--- config.mk ---
export PLATFORM = sky130hd
export DESIGN_NAME = srfp_queue
export DESIGN_NICKNAME = d
export VERILOG_FILES = /design/src/srfp_pkg.sv /design/src/srfp_queue.sv
export SDC_FILE = /design/constraint.sdc
export NUM_CORES = 1
export LEC_CHECK = 0
export BUFFER_PORTS_ARGS = -buffer_cell sky130_fd_sc_hd__buf_2
export CORE_MARGIN = 3
export CORE_UTILIZATION = 40
export CTS_BUF_LIST = sky130_fd_sc_hd__clkbuf_16
export DETAILED_ROUTE_END_ITERATION = 6
export GPL_ROUTABILITY_DRIVEN = 0
export GPL_TIMING_DRIVEN = 0
export MAX_ROUTING_LAYER = met4
export SLEW_MARGIN = 40
export SYNTH_ARGS = -nofsm -noshare
export SYNTH_HDL_FRONTEND = slang
export SYNTH_SLANG_ARGS = --single-unit
export TNS_END_PERCENT = 10
--- constraint.sdc ---
create_clock -name clk -period 1.9 [get_ports clk]
set_input_delay 0.38 -clock clk [delete_from_list [all_inputs] [get_ports clk]]
set_output_delay 0.38 -clock clk [all_outputs]
set_load 0.01 [all_outputs]
--- src/srfp_pkg.sv ---
package srfp_pkg;

	// Geometry arithmetic width: holds coordinates and window sizes up to 1024
	localparam int GEO_W = 11;
	// Window offset and row fields, sized for the largest panel and store
	localparam int DX_W = 10;
	localparam int ROW_W = 8;
	localparam int COL_W = 8;
	localparam int IDX_W = 6;

	// Source line width is fixed by the frame format
	localparam int SRC_W = 256;

	// Draw window used when upscaling is off
	localparam int NORM_WIN_W = 288;
	localparam int NORM_WIN_H = 216;

	// Reciprocal division: numerators stay below 2^NUM_W, divisors at most 1024,
	// so a shift of NUM_W + 10 gives the exact floor quotient
	localparam int NUM_W = 18;
	localparam int RECIP_SH = 28;
	localparam int RECIP_W = 21;
	localparam int PROD_W = NUM_W + RECIP_W;

	// Queue between front and back
	localparam int Q_DEPTH = 4;
	localparam int Q_PTR_W = 2;
	localparam int Q_CNT_W = 3;

	// Register indexes on the configuration port
	localparam logic REG_UPSCALE = 1'b0;
	localparam logic REG_FLIPPED = 1'b1;

	typedef enum logic {
		KIND_WRITE = 1'b0,
		KIND_PRESENT = 1'b1
	} kind_t;

	typedef struct packed {
		logic upscale;
		logic flipped;
	} cfg_t;

	typedef struct packed {
		kind_t kind;
		logic in_win;
		logic [DX_W-1:0] dx;
		logic [DX_W-1:0] dy;
		logic [ROW_W-1:0] row;
		logic [COL_W-1:0] col;
		logic [IDX_W-1:0] data;
	} item_t;

endpackage

--- src/srfp_queue.sv ---
module srfp_queue (
	input logic clk,
	input logic arst_n,
	input logic push,
	input srfp_pkg::item_t wr_item,
	input logic pop,
	output srfp_pkg::item_t rd_item,
	output logic head_valid,
	output logic full
);

	localparam int PW = srfp_pkg::Q_PTR_W;
	localparam int CW = srfp_pkg::Q_CNT_W;
	localparam logic [CW-1:0] DEPTH_C = CW'(srfp_pkg::Q_DEPTH);

	srfp_pkg::item_t slot_q [srfp_pkg::Q_DEPTH];
	logic [PW-1:0] wr_ptr_q, rd_ptr_q;
	logic [CW-1:0] cnt_q;

	assign head_valid = (cnt_q != '0);
	assign full = (cnt_q == DEPTH_C);
	assign rd_item = slot_q[rd_ptr_q];

	// Store entries
	always_ff @(posedge clk) begin
		if (push) begin
			slot_q[wr_ptr_q] <= wr_item;
		end
	end

	// Advance pointers and occupancy
	always_ff @(posedge clk or negedge arst_n) begin
		if (!arst_n) begin
			wr_ptr_q <= '0;
			rd_ptr_q <= '0;
			cnt_q <= '0;
		end else begin
			if (push) begin
				wr_ptr_q <= wr_ptr_q + PW'(1);
			end
			if (pop) begin
				rd_ptr_q <= rd_ptr_q + PW'(1);
			end
			priority if (push && !pop) begin
				cnt_q <= cnt_q + CW'(1);
			end else if (pop && !push) begin
				cnt_q <= cnt_q - CW'(1);
			end
		end
	end

	a_cnt_bound: assert property (@(posedge clk) disable iff (!arst_n) cnt_q <= DEPTH_C)
		else $error("queue occupancy exceeds depth");
	a_no_underflow: assert property (@(posedge clk) disable iff (!arst_n)
		pop |-> head_valid)
		else $error("queue popped while empty");
	a_no_overflow: assert property (@(posedge clk) disable iff (!arst_n)
		push && full |-> pop)
		else $error("queue pushed while full");

endmodule

==> results.txt <==
* Outcome: finished, violations left
- Failing checks: setup timing
- Effective utilization at floorplan: 40.90%
- Final Critical Period: 2.172 ns
- Counting along the longest clock path gives a buffer depth of 2.
- The worst path uses 114.3% of the clock period.
- Worst slew margin relative to its limit: a little over half
- The filler cells instantiated in the layout total around 1400.
- Counting every net in the synthesized netlist gives 318.
- Design internal power: between 9 and 10 mW
- Combinational power share: between 30% and 40%
* Data required, critical path: ~1.5 ns
- Setup-failing EPs final: 44
- Number of global-route vias before repair: around 3200
- Final antenna-violating net count: 0
* Number of CTS-inserted buffers: 17
* F_max: ~460 MHz
- In the routed design, unresolved DRC markers number 0.
* Launch instance of the worst min-delay path: wr_item[18]
- After technology mapping, the gate count stands at 264.
* Number of buffer and inverter instances along the worst setup path: 3
- The worst-case IR drop observed on VDD is 0.8302 mV.
* Wire length of the first global-routing pass: 18.00 mm
- Sequential cells account for 41.1% of the total power.
- Total area of multi-input combinational cells: around 0.0012 sq mm
- Global routing used roughly 14% of the available tracks.
- The setup check on the worst reg-to-reg path leaves a slack of approximately 0.24 ns.
* HPWL after detailed placement: approximately 7 mm
- The worst setup path is launched from a flop.
- Area growth, synth to finish: 24.23%
* Starting DRC count in detailed routing: around 180
- Clock network latency to the later pin of the worst-skew pair: about 0.42 ns
- CTS tree: built
- Dividing total power by cell area gives a power density of 1576 mW/mm^2.
* R2r startpoint: wr_ptr_q[0]
- Among all stages on the critical path, the largest delay is contributed by mux4_2.
* Area of the core region: about 0.017 sq mm
- Count of yosys warnings during synthesis: 0
- Measured in cells, the most critical reg-to-reg path has a length of 3.
* Max FO, Critical Path: 10
- Endpoint, Worst Hold: slot_q[1][18]
- In this run the horizontal extent of the chip is 136.4 um.
* Remaining Overflow, GRT: 0
* Net Sw Power: roughly 3.6 mW
- Top Ports: 94
* Kind of critical path: reg2out
- The tree built by TritonCTS fans out to 183 sinks.
- Full die area: ~0.019 sq mm
- Detailed Routing Iterations Pass 1: 4
- Count of H-tree levels built during CTS: 4
- Flops & latches, synth: between 150 and 200
- After clock tree synthesis, the clock-pin slew on the worst setup and hold paths is about 0.060 ns.
* Cell area after layout: around 0.0085 sq mm
- Worst stage delay on the critical path: 0.53 ns
- Counting stages on the worst path, the most repeated cell is buf_12.
- Placed standard-cell area: about 0.0076 sq mm
- Across all setup checks in the final design, the least slack found is -0.2718 ns.
- The net count of the finished layout is around 440.
- In this run the critical register-to-register path is captured at slot_q[2][8].
- From bottom edge to top edge, the die measures between 100 and 150 um.
* Class of the most critical hold timing path: in2reg
- Share of total power in the clock network: a little over a quarter
- Summing every instance area after synthesis gives just under 0.007 sq mm.
* Post-Route Skew: about 0.0076 ns
- Max-slew violation count: 0
- The tool flagged a number of max-cap violations equal to 0.
- In the routed layout, each cell is associated on average with a via count of about 5.
- Wires add up to roughly 12 mm.
* WL per Instance: roughly 19 um
- Post-Syn Area per Cell: 25.78 sq um
- Summed over all cells, the static leakage comes to 2.951 nW.
- Entering global routing, the biggest net connects between 40 and 50 pins.
* Total negative slack for setup checks: -10.80 ns
- After synthesis, flip-flops and latches occupy ~80% of the total area.
- Final Hold Violating Endpoints: 0
- Clock root cell: clkbuf_16
- Number of vias in the routed layout: ~3000
- Buffers placed on the I/O ports in this run total 93.
- Worst slew pin tran: between 0.7 and 0.8 ns
- Before CTS, the worst setup slack after placement is 0.09389 ns.
* Switching share of power: a little over a quarter
- The number of antenna violations at the first check in global routing is 2.
- The worst setup path is captured at an output pin.
* Unrepaired setup endpoints after global routing: true
* CP Data Arrival Time: approximately 1.8 ns
- Cells with a size suffix above 1 make up 46.08% of the layout.
- Cell class contributing the biggest share of worst-path delay: multiplexers
* Row Count: 47
- The signal on the critical path passes through buf_12, buf_12, mux4_2, buf_6.
- In the final layout, flip-flops and latches occupy about 0.0055 sq mm.
- Worst Hold Path Cells: 1
- Synthesis instantiated 19 different standard cells from the library.
## state kept, by name, indices dropped and copies added (netlist names)
signal,cells
wr_ptr_q,2
slot_q,176
rd_ptr_q,2
cnt_q,3
## worst reg2reg max path, cell delays in order, from the launching register on
cell     delay, ns
dfrtp_1       0.42
inv_1         0.09
ha_1          0.14
and2_4        0.61
## final cells by class
class                           instances  share of cell area, %
Antenna cell                            2                0.05919
Buffer                                 10                  1.672
Clock buffer                           17                  5.031
Clock inverter                         15                  2.057
Inverter                                4                 0.1776
Multi-Input combinational cell         67                  14.49
Sequential cell                       183                  64.58
Tap cell                              220                  3.255
Timing Repair Buffer                   99                  8.686
## kinds of logic (layout without fill, tap and decap cells)
logic type / after synthesis / after routing / share of synthesized area, %
simple gates: 9 / 9 / 0.7353
buf+inv: 14 / 145 / 1.930
mux: 45 / 45 / 15.06
xor+xnor: 6 / 6 / 0.7721
compound gates: 1 / 1 / 0.07346
other cells: 0 / 2 / 0
fa+ha+maj: 6 / 6 / 1.213
flops: 183 / 183 / 80.22
## cell usage after synthesis (all sizes together)
cell    instances  area share, %
inv             4           0.22
fa              1           0.29
nor2            1          0.055
nor3b           1           0.11
edfxtp        176             78
ha              5           0.92
and2            4           0.37
mux4           44             15
xnor2           2           0.26
mux2            1           0.17
nand2           2           0.11
o21ai           1          0.073
or3             1          0.092
xor2            4           0.51
buf            10            1.7
dfrtp           7            2.6
## worst max-delay path by stage
stage           startpoint            to  slack [ns]  depth (start not counted)
3_5_place_dp   rd_ptr_q[1]   rd_item[11]        0.09                          4
3_3_place_gp   wr_ptr_q[0]  slot_q[0][9]       -1.12                          3
2_1_floorplan  wr_ptr_q[0]  slot_q[0][0]       -0.18                          3
4_1_cts        rd_ptr_q[0]   rd_item[36]       -0.32                          4
5_1_grt        rd_ptr_q[0]   rd_item[29]       -0.35                          4
6_report       rd_ptr_q[0]    rd_item[3]       -0.27                          4
## power groups by stage
stage / logic (mW) / clock network [mW] / registers (mW)
after floorplan: 2.48 / 0 / 5.52
after global routing: 4.73 / 3.77 / 5.54
after CTS: 4.24 / 3.61 / 5.49
after detailed placement: 3.87 / 0 / 5.57
final: 4.35 / 3.50 / 5.48
after global placement: 3.74 / 0 / 5.57
## metrics by stage
| stage | utilization, % | power (mW) | std cells | hold WS, ns |
|---|---|---|---|---|
| floorplan | - | 7.999 | 264 | 0.08441 |
| global placement | 45.36 | 9.309 | 577 | 0.2167 |
| detailed placement | 45.86 | 9.438 | 580 | 0.2172 |
| CTS | 50.27 | 13.34 | 615 | 0.1444 |
| global route | 50.81 | 14.04 | 617 | 0.1488 |
| finish | 50.81 | 13.33 | 617 | 0.1684 |
## per-layer routing
| layer | vias up | GRT usage (%) | part of all wire (%) |
|---|---|---|---|
| li1 | 1362 | - | - |
| met1 | 1548 | 16.72 | 40 |
| met2 | 81 | 21.68 | 52 |
| met5 | - | - | 0 |
| met3 | 14 | 4.996 | 6.4 |
| met4 | 0 | 5.431 | 1.4 |
## what timing repair did
item,in CTS,in global routing
endpoints found under the setup margin,44,44
resized for setup,21,14
buffers inserted,2,0
hold buffers,1,0
endpoints found under the hold margin,7,0
## cells in the final DEF, fill, tap and decap left out, types with 5 or more instances in the layout
cell type	instances
buf_6	28
edfxtp_1	176
clkbuf_16	17
dfrtp_1	7
buf_12	6
mux4_2	38
buf_2	66
mux4_1	6
ha_1	5
buf_4	5
Power figures use the tool's default switching activity.
