### src/srfp_pkg.sv
package srfp_pkg;

	// Geometry arithmetic width: holds coordinates and window sizes up to 1024
	localparam int GEO_W = 11;
	// Window offset and row fields, sized for the largest panel and store
	localparam int DX_W = 10;
	localparam int ROW_W = 8;
	localparam int COL_W = 8;
	localparam int IDX_W = 6;

	// Source line width is fixed by the frame format
	localparam int SRC_W = 256;

	// Draw window used when upscaling is off
	localparam int NORM_WIN_W = 288;
	localparam int NORM_WIN_H = 216;

	// Reciprocal division: numerators stay below 2^NUM_W, divisors at most 1024,
	// so a shift of NUM_W + 10 gives the exact floor quotient
	localparam int NUM_W = 18;
	localparam int RECIP_SH = 28;
	localparam int RECIP_W = 21;
	localparam int PROD_W = NUM_W + RECIP_W;

	// Queue between front and back
	localparam int Q_DEPTH = 4;
	localparam int Q_PTR_W = 2;
	localparam int Q_CNT_W = 3;

	// Register indexes on the configuration port
	localparam logic REG_UPSCALE = 1'b0;
	localparam logic REG_FLIPPED = 1'b1;

	typedef enum logic {
		KIND_WRITE = 1'b0,
		KIND_PRESENT = 1'b1
	} kind_t;

	typedef struct packed {
		logic upscale;
		logic flipped;
	} cfg_t;

	typedef struct packed {
		kind_t kind;
		logic in_win;
		logic [DX_W-1:0] dx;
		logic [DX_W-1:0] dy;
		logic [ROW_W-1:0] row;
		logic [COL_W-1:0] col;
		logic [IDX_W-1:0] data;
	} item_t;

endpackage

### src/srfp_front.sv
module srfp_front #(
	parameter int LOGICAL_WIDTH = 320,
	parameter int LOGICAL_HEIGHT = 240,
	parameter int KEPT_ROWS = 224,
	parameter int FIRST_KEPT_ROW = 8
) (
	input srfp_pkg::cfg_t cfg,
	input logic operation,
	input logic [7:0] source_line,
	input logic [7:0] source_column,
	input logic [15:0] pixel_word,
	input logic [8:0] panel_row,
	input logic [7:0] panel_column,
	output logic keep,
	output srfp_pkg::item_t item
);

	localparam int GW = srfp_pkg::GEO_W;
	localparam logic [GW-1:0] LW_C = GW'(LOGICAL_WIDTH);
	localparam logic [GW-1:0] LH_C = GW'(LOGICAL_HEIGHT);
	localparam logic [GW-1:0] NWW_C = GW'(srfp_pkg::NORM_WIN_W);
	localparam logic [GW-1:0] NWH_C = GW'(srfp_pkg::NORM_WIN_H);
	localparam logic [GW-1:0] LEFT_N = GW'((LOGICAL_WIDTH - srfp_pkg::NORM_WIN_W) / 2);
	localparam logic [GW-1:0] TOP_N = GW'((LOGICAL_HEIGHT - srfp_pkg::NORM_WIN_H) / 2);
	localparam logic [GW-1:0] FIRST_C = GW'(FIRST_KEPT_ROW);
	localparam logic [GW-1:0] END_C = GW'(FIRST_KEPT_ROW + KEPT_ROWS);

	logic [GW-1:0] win_w, win_h, left, top;
	logic [GW-1:0] lx, pc, ly, dx_raw, dy_raw, dx_f, dy_f;
	logic [GW-1:0] line_w, row_w;
	logic in_panel, in_win, keep_line;

	// Select draw window and its centered origin
	always_comb begin
		win_w = cfg.upscale ? LW_C : NWW_C;
		win_h = cfg.upscale ? LH_C : NWH_C;
		left = cfg.upscale ? '0 : LEFT_N;
		top = cfg.upscale ? '0 : TOP_N;
	end

	// Map panel pixel to window offsets, mirror when flipped
	always_comb begin
		lx = GW'(panel_row);
		pc = GW'(panel_column);
		in_panel = (lx < LW_C) && (pc < LH_C);
		ly = LH_C - GW'(1) - pc;
		in_win = in_panel && (lx >= left) && (lx < left + win_w)
			&& (ly >= top) && (ly < top + win_h);
		dx_raw = lx - left;
		dy_raw = ly - top;
		dx_f = cfg.flipped ? (win_w - GW'(1) - dx_raw) : dx_raw;
		dy_f = cfg.flipped ? (win_h - GW'(1) - dy_raw) : dy_raw;
	end

	// Classify writes by kept line range
	always_comb begin
		line_w = GW'(source_line);
		keep_line = (line_w >= FIRST_C) && (line_w < END_C);
		row_w = line_w - FIRST_C;
	end

	// Build the queue entry; drop writes to lines outside the store
	always_comb begin
		keep = (operation == srfp_pkg::KIND_PRESENT) || keep_line;
		item.kind = srfp_pkg::kind_t'(operation);
		item.in_win = in_win;
		item.dx = dx_f[srfp_pkg::DX_W-1:0];
		item.dy = dy_f[srfp_pkg::DX_W-1:0];
		item.row = row_w[srfp_pkg::ROW_W-1:0];
		item.col = source_column;
		item.data = pixel_word[srfp_pkg::IDX_W-1:0];
	end

endmodule

### config.mk
export PLATFORM = sky130hd
export DESIGN_NAME = srfp_front
export DESIGN_NICKNAME = d
export VERILOG_FILES = /design/src/srfp_pkg.sv /design/src/srfp_front.sv
export SDC_FILE = /design/constraint.sdc
export NUM_CORES = 1
export LEC_CHECK = 0
export CAP_MARGIN = 20
export CORE_ASPECT_RATIO = 1.5
export CORE_MARGIN = 2
export CORE_UTILIZATION = 55
export DETAILED_ROUTE_END_ITERATION = 10
export DONT_BUFFER_PORTS = 1
export PLACE_DENSITY = 0.7
export SETUP_SLACK_MARGIN = 0.02
export SLEW_MARGIN = 25
export SYNTH_ARGS = -nofsm -noshare
export SYNTH_HDL_FRONTEND = slang
export SYNTH_SLANG_ARGS = --single-unit
### constraint.sdc
create_clock -name vclk -period 4.3
set_clock_uncertainty 0.2 [all_clocks]
set_input_delay 0.645 -clock vclk [all_inputs]
set_output_delay 0.645 -clock vclk [all_outputs]
set_load 0.02 [all_outputs]
==> results of run 1 <==
-- cells in the final DEF, fill, tap and decap left out, types with 2 or more instances in the layout --
cell type | synthesis | routed
nand2b_1 | 3 | 3
fa_1 | 3 | 3
o21ai_0 | 7 | 7
ha_1 | 17 | 17
a21oi_1 | 7 | 7
a21o_1 | 3 | 3
nor2_1 | 11 | 11
inv_1 | 13 | 13
xnor2_1 | 11 | 11
mux2i_1 | 2 | 2
nor3_1 | 4 | 4
nand2_1 | 13 | 13
and3_1 | 3 | 3
nand3_1 | 3 | 3
buf_4 | 19 | 3
xor2_1 | 15 | 15
o311ai_0 | 2 | 2
o211ai_1 | 2 | 2
-- cell families after synthesis --
kind of cell | after synthesis | share of synthesized area, %
muxes | 2 | 1.54
xor gates and xnor gates | 28 | 20.1
and+or+nand+nor | 47 | 19.4
buffers and inverters | 36 | 16.5
AOI/OAI and AO/OA | 37 | 21.5
adders and majority gates | 20 | 21.0
-- power breakdown --
group,total [mW],internal [mW],switching (mW),leakage (nW)
registers,0,0,0,0
logic,0.186,0.0670,0.119,0.526
clock network,0,0,0,0
total,0.186,0.0670,0.119,0.526
-- per-stage QoR --
stage                     setup WS, ns  utilization [%]  hold slack [ns]  area [sq um]
after floorplan                  0.347                -             1.18          1300
after global placement           0.340             53.0             1.09          1180
after detailed placement         0.236             53.0             1.09          1180
after CTS                        0.231             53.0             1.09          1180
after global routing            0.0543             53.0             1.09          1180
final                            0.254             53.0             1.09          1180
-- per-layer routing --
layer / track usage [%] / vias to the layer above / routed length, um
met5: 0 / - / 0
met2: 37.5 / 41 / 1450
met4: 0.758 / 0 / 0
li1: - / 532 / -
met3: 4.01 / 0 / 156
met1: 17.2 / 476 / 869
-- area by class of cell --
| class | count | area share (%) |
|---|---|---|
| Inverter | 13 | 4.12 |
| Tap cell | 23 | 2.43 |
| Timing Repair Buffer | 3 | 1.90 |
| Multi-Input combinational cell | 134 | 91.5 |
-- worst paths after layout --
| check | from | endpoint |
|---|---|---|
| worst min-delay path | pixel_word[4] | item[4] |
| worst max-delay path | panel_column[3] | item[29] |
==> impl_metrics.py, run 1 <==
metrics = {
    "run_status": {
        "status": "finished clean",
    },
    "critical_path": {
        "path_cells": "inv_1 > ha_1 > nor2b_1 > o21a_1 > nor2_1 > ha_1 > o21ai_1 > a22oi_1 > mux2i_1 > a311oi_1 > xnor2_1 > buf_4",
        "critPathSlowestCell": "nor2b_1",
        "arrival_ns": 3.20,
        "slowest_delay_ns": 0.39,
        "crit_cells": 12,
        "critPathKind": "primary input to primary output",
        "cpMostUsedCell": "ha_1",
        "path_max_fanout": 3,
        "worstPathRequired_ns": 3.45,
        "cp_num_buf_inv": 2,
        "critPathLaunchType": "primary input",
        "crit_family": "compound AO/OA/AOI/OAI gates",
        "worstSetupEndpointType": "primary output",
    },
    "final_layout": {
        "multi_input_area_sq_um": 1080,
        "nFillCells": 223,
        "drive_above_1_share_pct": 8.00,
        "syn2layout_area_growth_pct": -8.77,
        "final_cells": 173,
        "clkbuf_count": 0,
        "layout.nets": 224,
        "regArea_sq_um": 0,
        "antennaDiodeCount": 0,
        "seq_cells": 0,
    },
    "floorplan": {
        "coreArea_sq_um": 2230,
        "fp.dieW_um": 43.7,
        "initial_core_util_pct": 58.1,
        "die_area_sq_um": 2770,
        "rows": 21,
        "die_h_um": 63.5,
        "ios": 97,
    },
    "place": {
        "gp_congestion": 0.777,
        "dp_cells": 173,
        "hpwl_um": 2180,
        "port_buffers": 0,
    },
    "grt": {
        "grt_pass1_wl_um": 4130,
        "track_usage_pct": 18.0,
        "grt_overflow_total": 0,
        "antenna_found_initial": 0,
        "grt_max_degree": 28,
        "grt_pass1_vias": 1024,
    },
    "power": {
        "ir_drop_mv": 0.0653,
        "leakagePower_nw": 0.526,
        "powerDensity_nw_per_um2": 157,
        "total_power_mw": 0.186,
    },
    "synthesis": {
        "ys_warn_count": 0,
        "synthCells": 170,
        "synth_top_area_share_pct": 16.4,
        "avgSynthCellArea_sq_um": 7.63,
        "synth_top_area_cell": "ha_1",
        "syn_area_sq_um": 1300,
        "yosysMostFrequentCell": "buf_4",
        "ys_top_cells_by_area": "ha_1 16%, buf_4 11%, xor2_1 10%",
        "ys_seq_area_share_pct": 0,
        "yosys-top-cells-count": "19 x buf_4, 17 x ha_1, 15 x xor2_1, 13 x inv_1, 13 x nand2_1",
        "synth_fp_nets": 242,
        "ys_types": 48,
    },
    "sta": {
        "period_minus_slack_ns": 4.05,
        "maxSlewHeadroom_pct": 56.3,
        "setup_tns_ns": 0,
        "tightest_slew_ns": 0.649,
        "hold_viol_final": 0,
        "rsz0062_at_grt": "false",
        "max_freq_mhz": 247,
        "drv_slew": 0,
        "setup_violations": 0,
        "post-route-period-util_pct": 94.1,
    },
    "clock_tree": {
        "post_cts.repair.setup_buffers": 0,
        "cts.repair.resized": 0,
        "postCtsHoldBufs": 0,
    },
    "routing": {
        "vias": 1049,
        "wl_um": 2480,
        "drtIter0Drc": 4,
        "drtPass1Iterations": 4,
        "drc": 0,
        "wl_per_cell_um": 14.3,
        "ant_nets": 0,
        "viasPerCell": 6.06,
    },
    "hold_path": {
        "hold_path_class": "primary input to primary output",
        "whs_path_depth": 0,
    },
    "run": {
        "maxCapViolCount": 0,
    },
}
No activity file was read; power rests on OpenSTA's default activity.
==> inputs of run 2 (changes only) <==
--- a/config.mk
+++ b/config.mk
@@ -12,6 +12,7 @@
 export DETAILED_ROUTE_END_ITERATION = 10
 export DONT_BUFFER_PORTS = 1
 export PLACE_DENSITY = 0.7
+export REMOVE_ABC_BUFFERS = 1
 export SETUP_SLACK_MARGIN = 0.02
 export SLEW_MARGIN = 25
 export SYNTH_ARGS = -nofsm -noshare
==> run 2 against run 1 <==
Compared with the run above: sequential share of layout area is the same; maximum frequency up 0.69%; global-route usage grew 3.1 points; cell count is the same; wire length increased by 12%; total power is 0.68% higher; die area unchanged; first-iteration DRC count grew to 2.8 times the previous value; non-clock buffer count stayed put; critical path type unchanged; largest power group unchanged.
==> impl_metrics.py, run 2 (synthesized netlist as in run 1, its figures left out) <==
metrics = {
    "run_status": {
        "status": "finished clean",
    },
    "final_layout": {
        "antennaDiodeCount": 0,
        "mostFrequentLayoutCell": "ha_1",
        "layout.nets": 224,
        "seq_cells": 0,
        "regArea_sq_um": 0,
        "drive_above_1_share_pct": 8.00,
        "clkbuf_count": 0,
        "layout_common_cells": "17 x ha_1, 15 x xor2_1, 13 x inv_1, 13 x nand2_1",
        "syn2layout_area_growth_pct": -8.77,
    },
    "power": {
        "ir_drop_mv": 0.0688,
        "intPower_mw": 0.0672,
        "swShare_pct": 64.2,
        "p_comb_share_pct": 100.0,
        "power_frac_seq_pct": 0,
        "p_switching_mw": 0.120,
        "leakagePower_nw": 0.526,
        "p_clk_share_pct": 0,
        "powerDensity_nw_per_um2": 158,
    },
    "grt": {
        "grt_pass1_vias": 1107,
        "track_usage_pct": 21.0,
        "grt_max_degree": 28,
        "antenna_found_initial": 0,
        "grt_pass1_wl_um": 4770,
        "grt_overflow_total": 0,
    },
    "floorplan": {
        "initial_core_util_pct": 58.1,
        "fp.dieW_um": 43.7,
        "die_h_um": 63.5,
        "die_area_sq_um": 2770,
        "rows": 21,
        "ios": 97,
        "coreArea_sq_um": 2230,
    },
    "sta": {
        "max_freq_mhz": 249,
        "hold_viol_final": 0,
        "post-route-period-util_pct": 93.4,
        "setup_ws_ns": 0.282,
        "whs_ns": 1.09,
        "rsz0062_at_grt": "false",
        "period_minus_slack_ns": 4.02,
        "setup_violations": 0,
        "tightest_slew_ns": 0.663,
        "maxSlewHeadroom_pct": 55.3,
        "setup_tns_ns": 0,
        "drv_slew": 0,
    },
    "clock_tree": {
        "post_cts.repair.setup_buffers": 0,
        "cts.repair.resized": 0,
        "postCtsHoldBufs": 0,
    },
    "critical_path": {
        "arrival_ns": 3.17,
        "worstSetupEndpointType": "primary output",
        "crit_end": "item[29]",
        "path_max_fanout": 3,
        "slowest_delay_ns": 0.40,
        "critPathSlowestCell": "nor2b_1",
        "crit_family": "compound AO/OA/AOI/OAI gates",
        "path_cells": "inv_1 > ha_1 > nor2b_1 > o21a_1 > nor2_1 > ha_1 > o21ai_1 > a22oi_1 > mux2i_1 > a311oi_1 > xnor2_1 > buf_4",
        "cpMostUsedCell": "ha_1",
        "cp_num_buf_inv": 2,
        "worstPathRequired_ns": 3.45,
        "crit_start": "panel_column[3]",
        "crit_cells": 12,
        "critPathLaunchType": "primary input",
        "critPathKind": "primary input to primary output",
    },
    "routing": {
        "drtIter0Drc": 11,
        "drc": 0,
        "drtPass1Iterations": 4,
        "ant_nets": 0,
        "vias": 1083,
        "wl_per_cell_um": 16.1,
        "viasPerCell": 6.26,
        "wl_um": 2790,
    },
    "place": {
        "gp_congestion": 0.821,
        "port_buffers": 0,
        "pre_cts_slack_ns": 0.274,
        "hpwl_um": 2490,
    },
    "hold_path": {
        "hold_path_class": "primary input to primary output",
    },
    "run": {
        "maxCapViolCount": 0,
    },
}
run 2: cell counts in the layout (fill, tap and decap cells not counted):
No cell type changed its count.
run 2: layer usage:
layer | vias to the layer above | global-route usage [%] | wire length (um)
li1 | 535 | - | -
met5 | - | 0 | 0
met3 | 0 | 9.46 | 324
met4 | 0 | 0 | 0
met1 | 503 | 21.2 | 942
met2 | 45 | 40.3 | 1520
run 2: how the worst min path moves through the flow:
stage / startpoint / slack [ns] / to / cells past startpoint
floorplan: pixel_word[0] / 1.09 / item[0] / 0
global placement: pixel_word[2] / 1.09 / item[2] / 0
detailed placement: pixel_word[2] / 1.09 / item[2] / 0
CTS: pixel_word[2] / 1.09 / item[2] / 0
global route: operation / 1.09 / item[43] / 0
finish: pixel_word[2] / 1.09 / item[2] / 0
run 2: metrics by stage:
stage	util, %	cell area (sq um)	cells	total power, mW
after floorplan	-	1130	147	0.161
after global placement	53.0	1180	173	0.183
after detailed placement	53.0	1180	173	0.189
after CTS	53.0	1180	173	0.190
after global routing	53.0	1180	173	0.206
final	53.0	1180	173	0.188
run 2: final cells by class:
| class | instances | area, sq um |
|---|---|---|
| inverters | 13 | 48.8 |
| repair buffers | 3 | 22.5 |
| fillers | 215 | 1050 |
| well taps | 23 | 28.8 |
| multi-input cells | 134 | 1080 |
run 2: power by group through the flow:
| stage | Sequential (mW) | Clock (mW) | Combinational (mW) |
|---|---|---|---|
| 4_1_cts | 0 | 0 | 0.190 |
| 3_5_place_dp | 0 | 0 | 0.189 |
| 6_report | 0 | 0 | 0.188 |
| 5_1_grt | 0 | 0 | 0.206 |
| 2_1_floorplan | 0 | 0 | 0.161 |
| 3_3_place_gp | 0 | 0 | 0.183 |
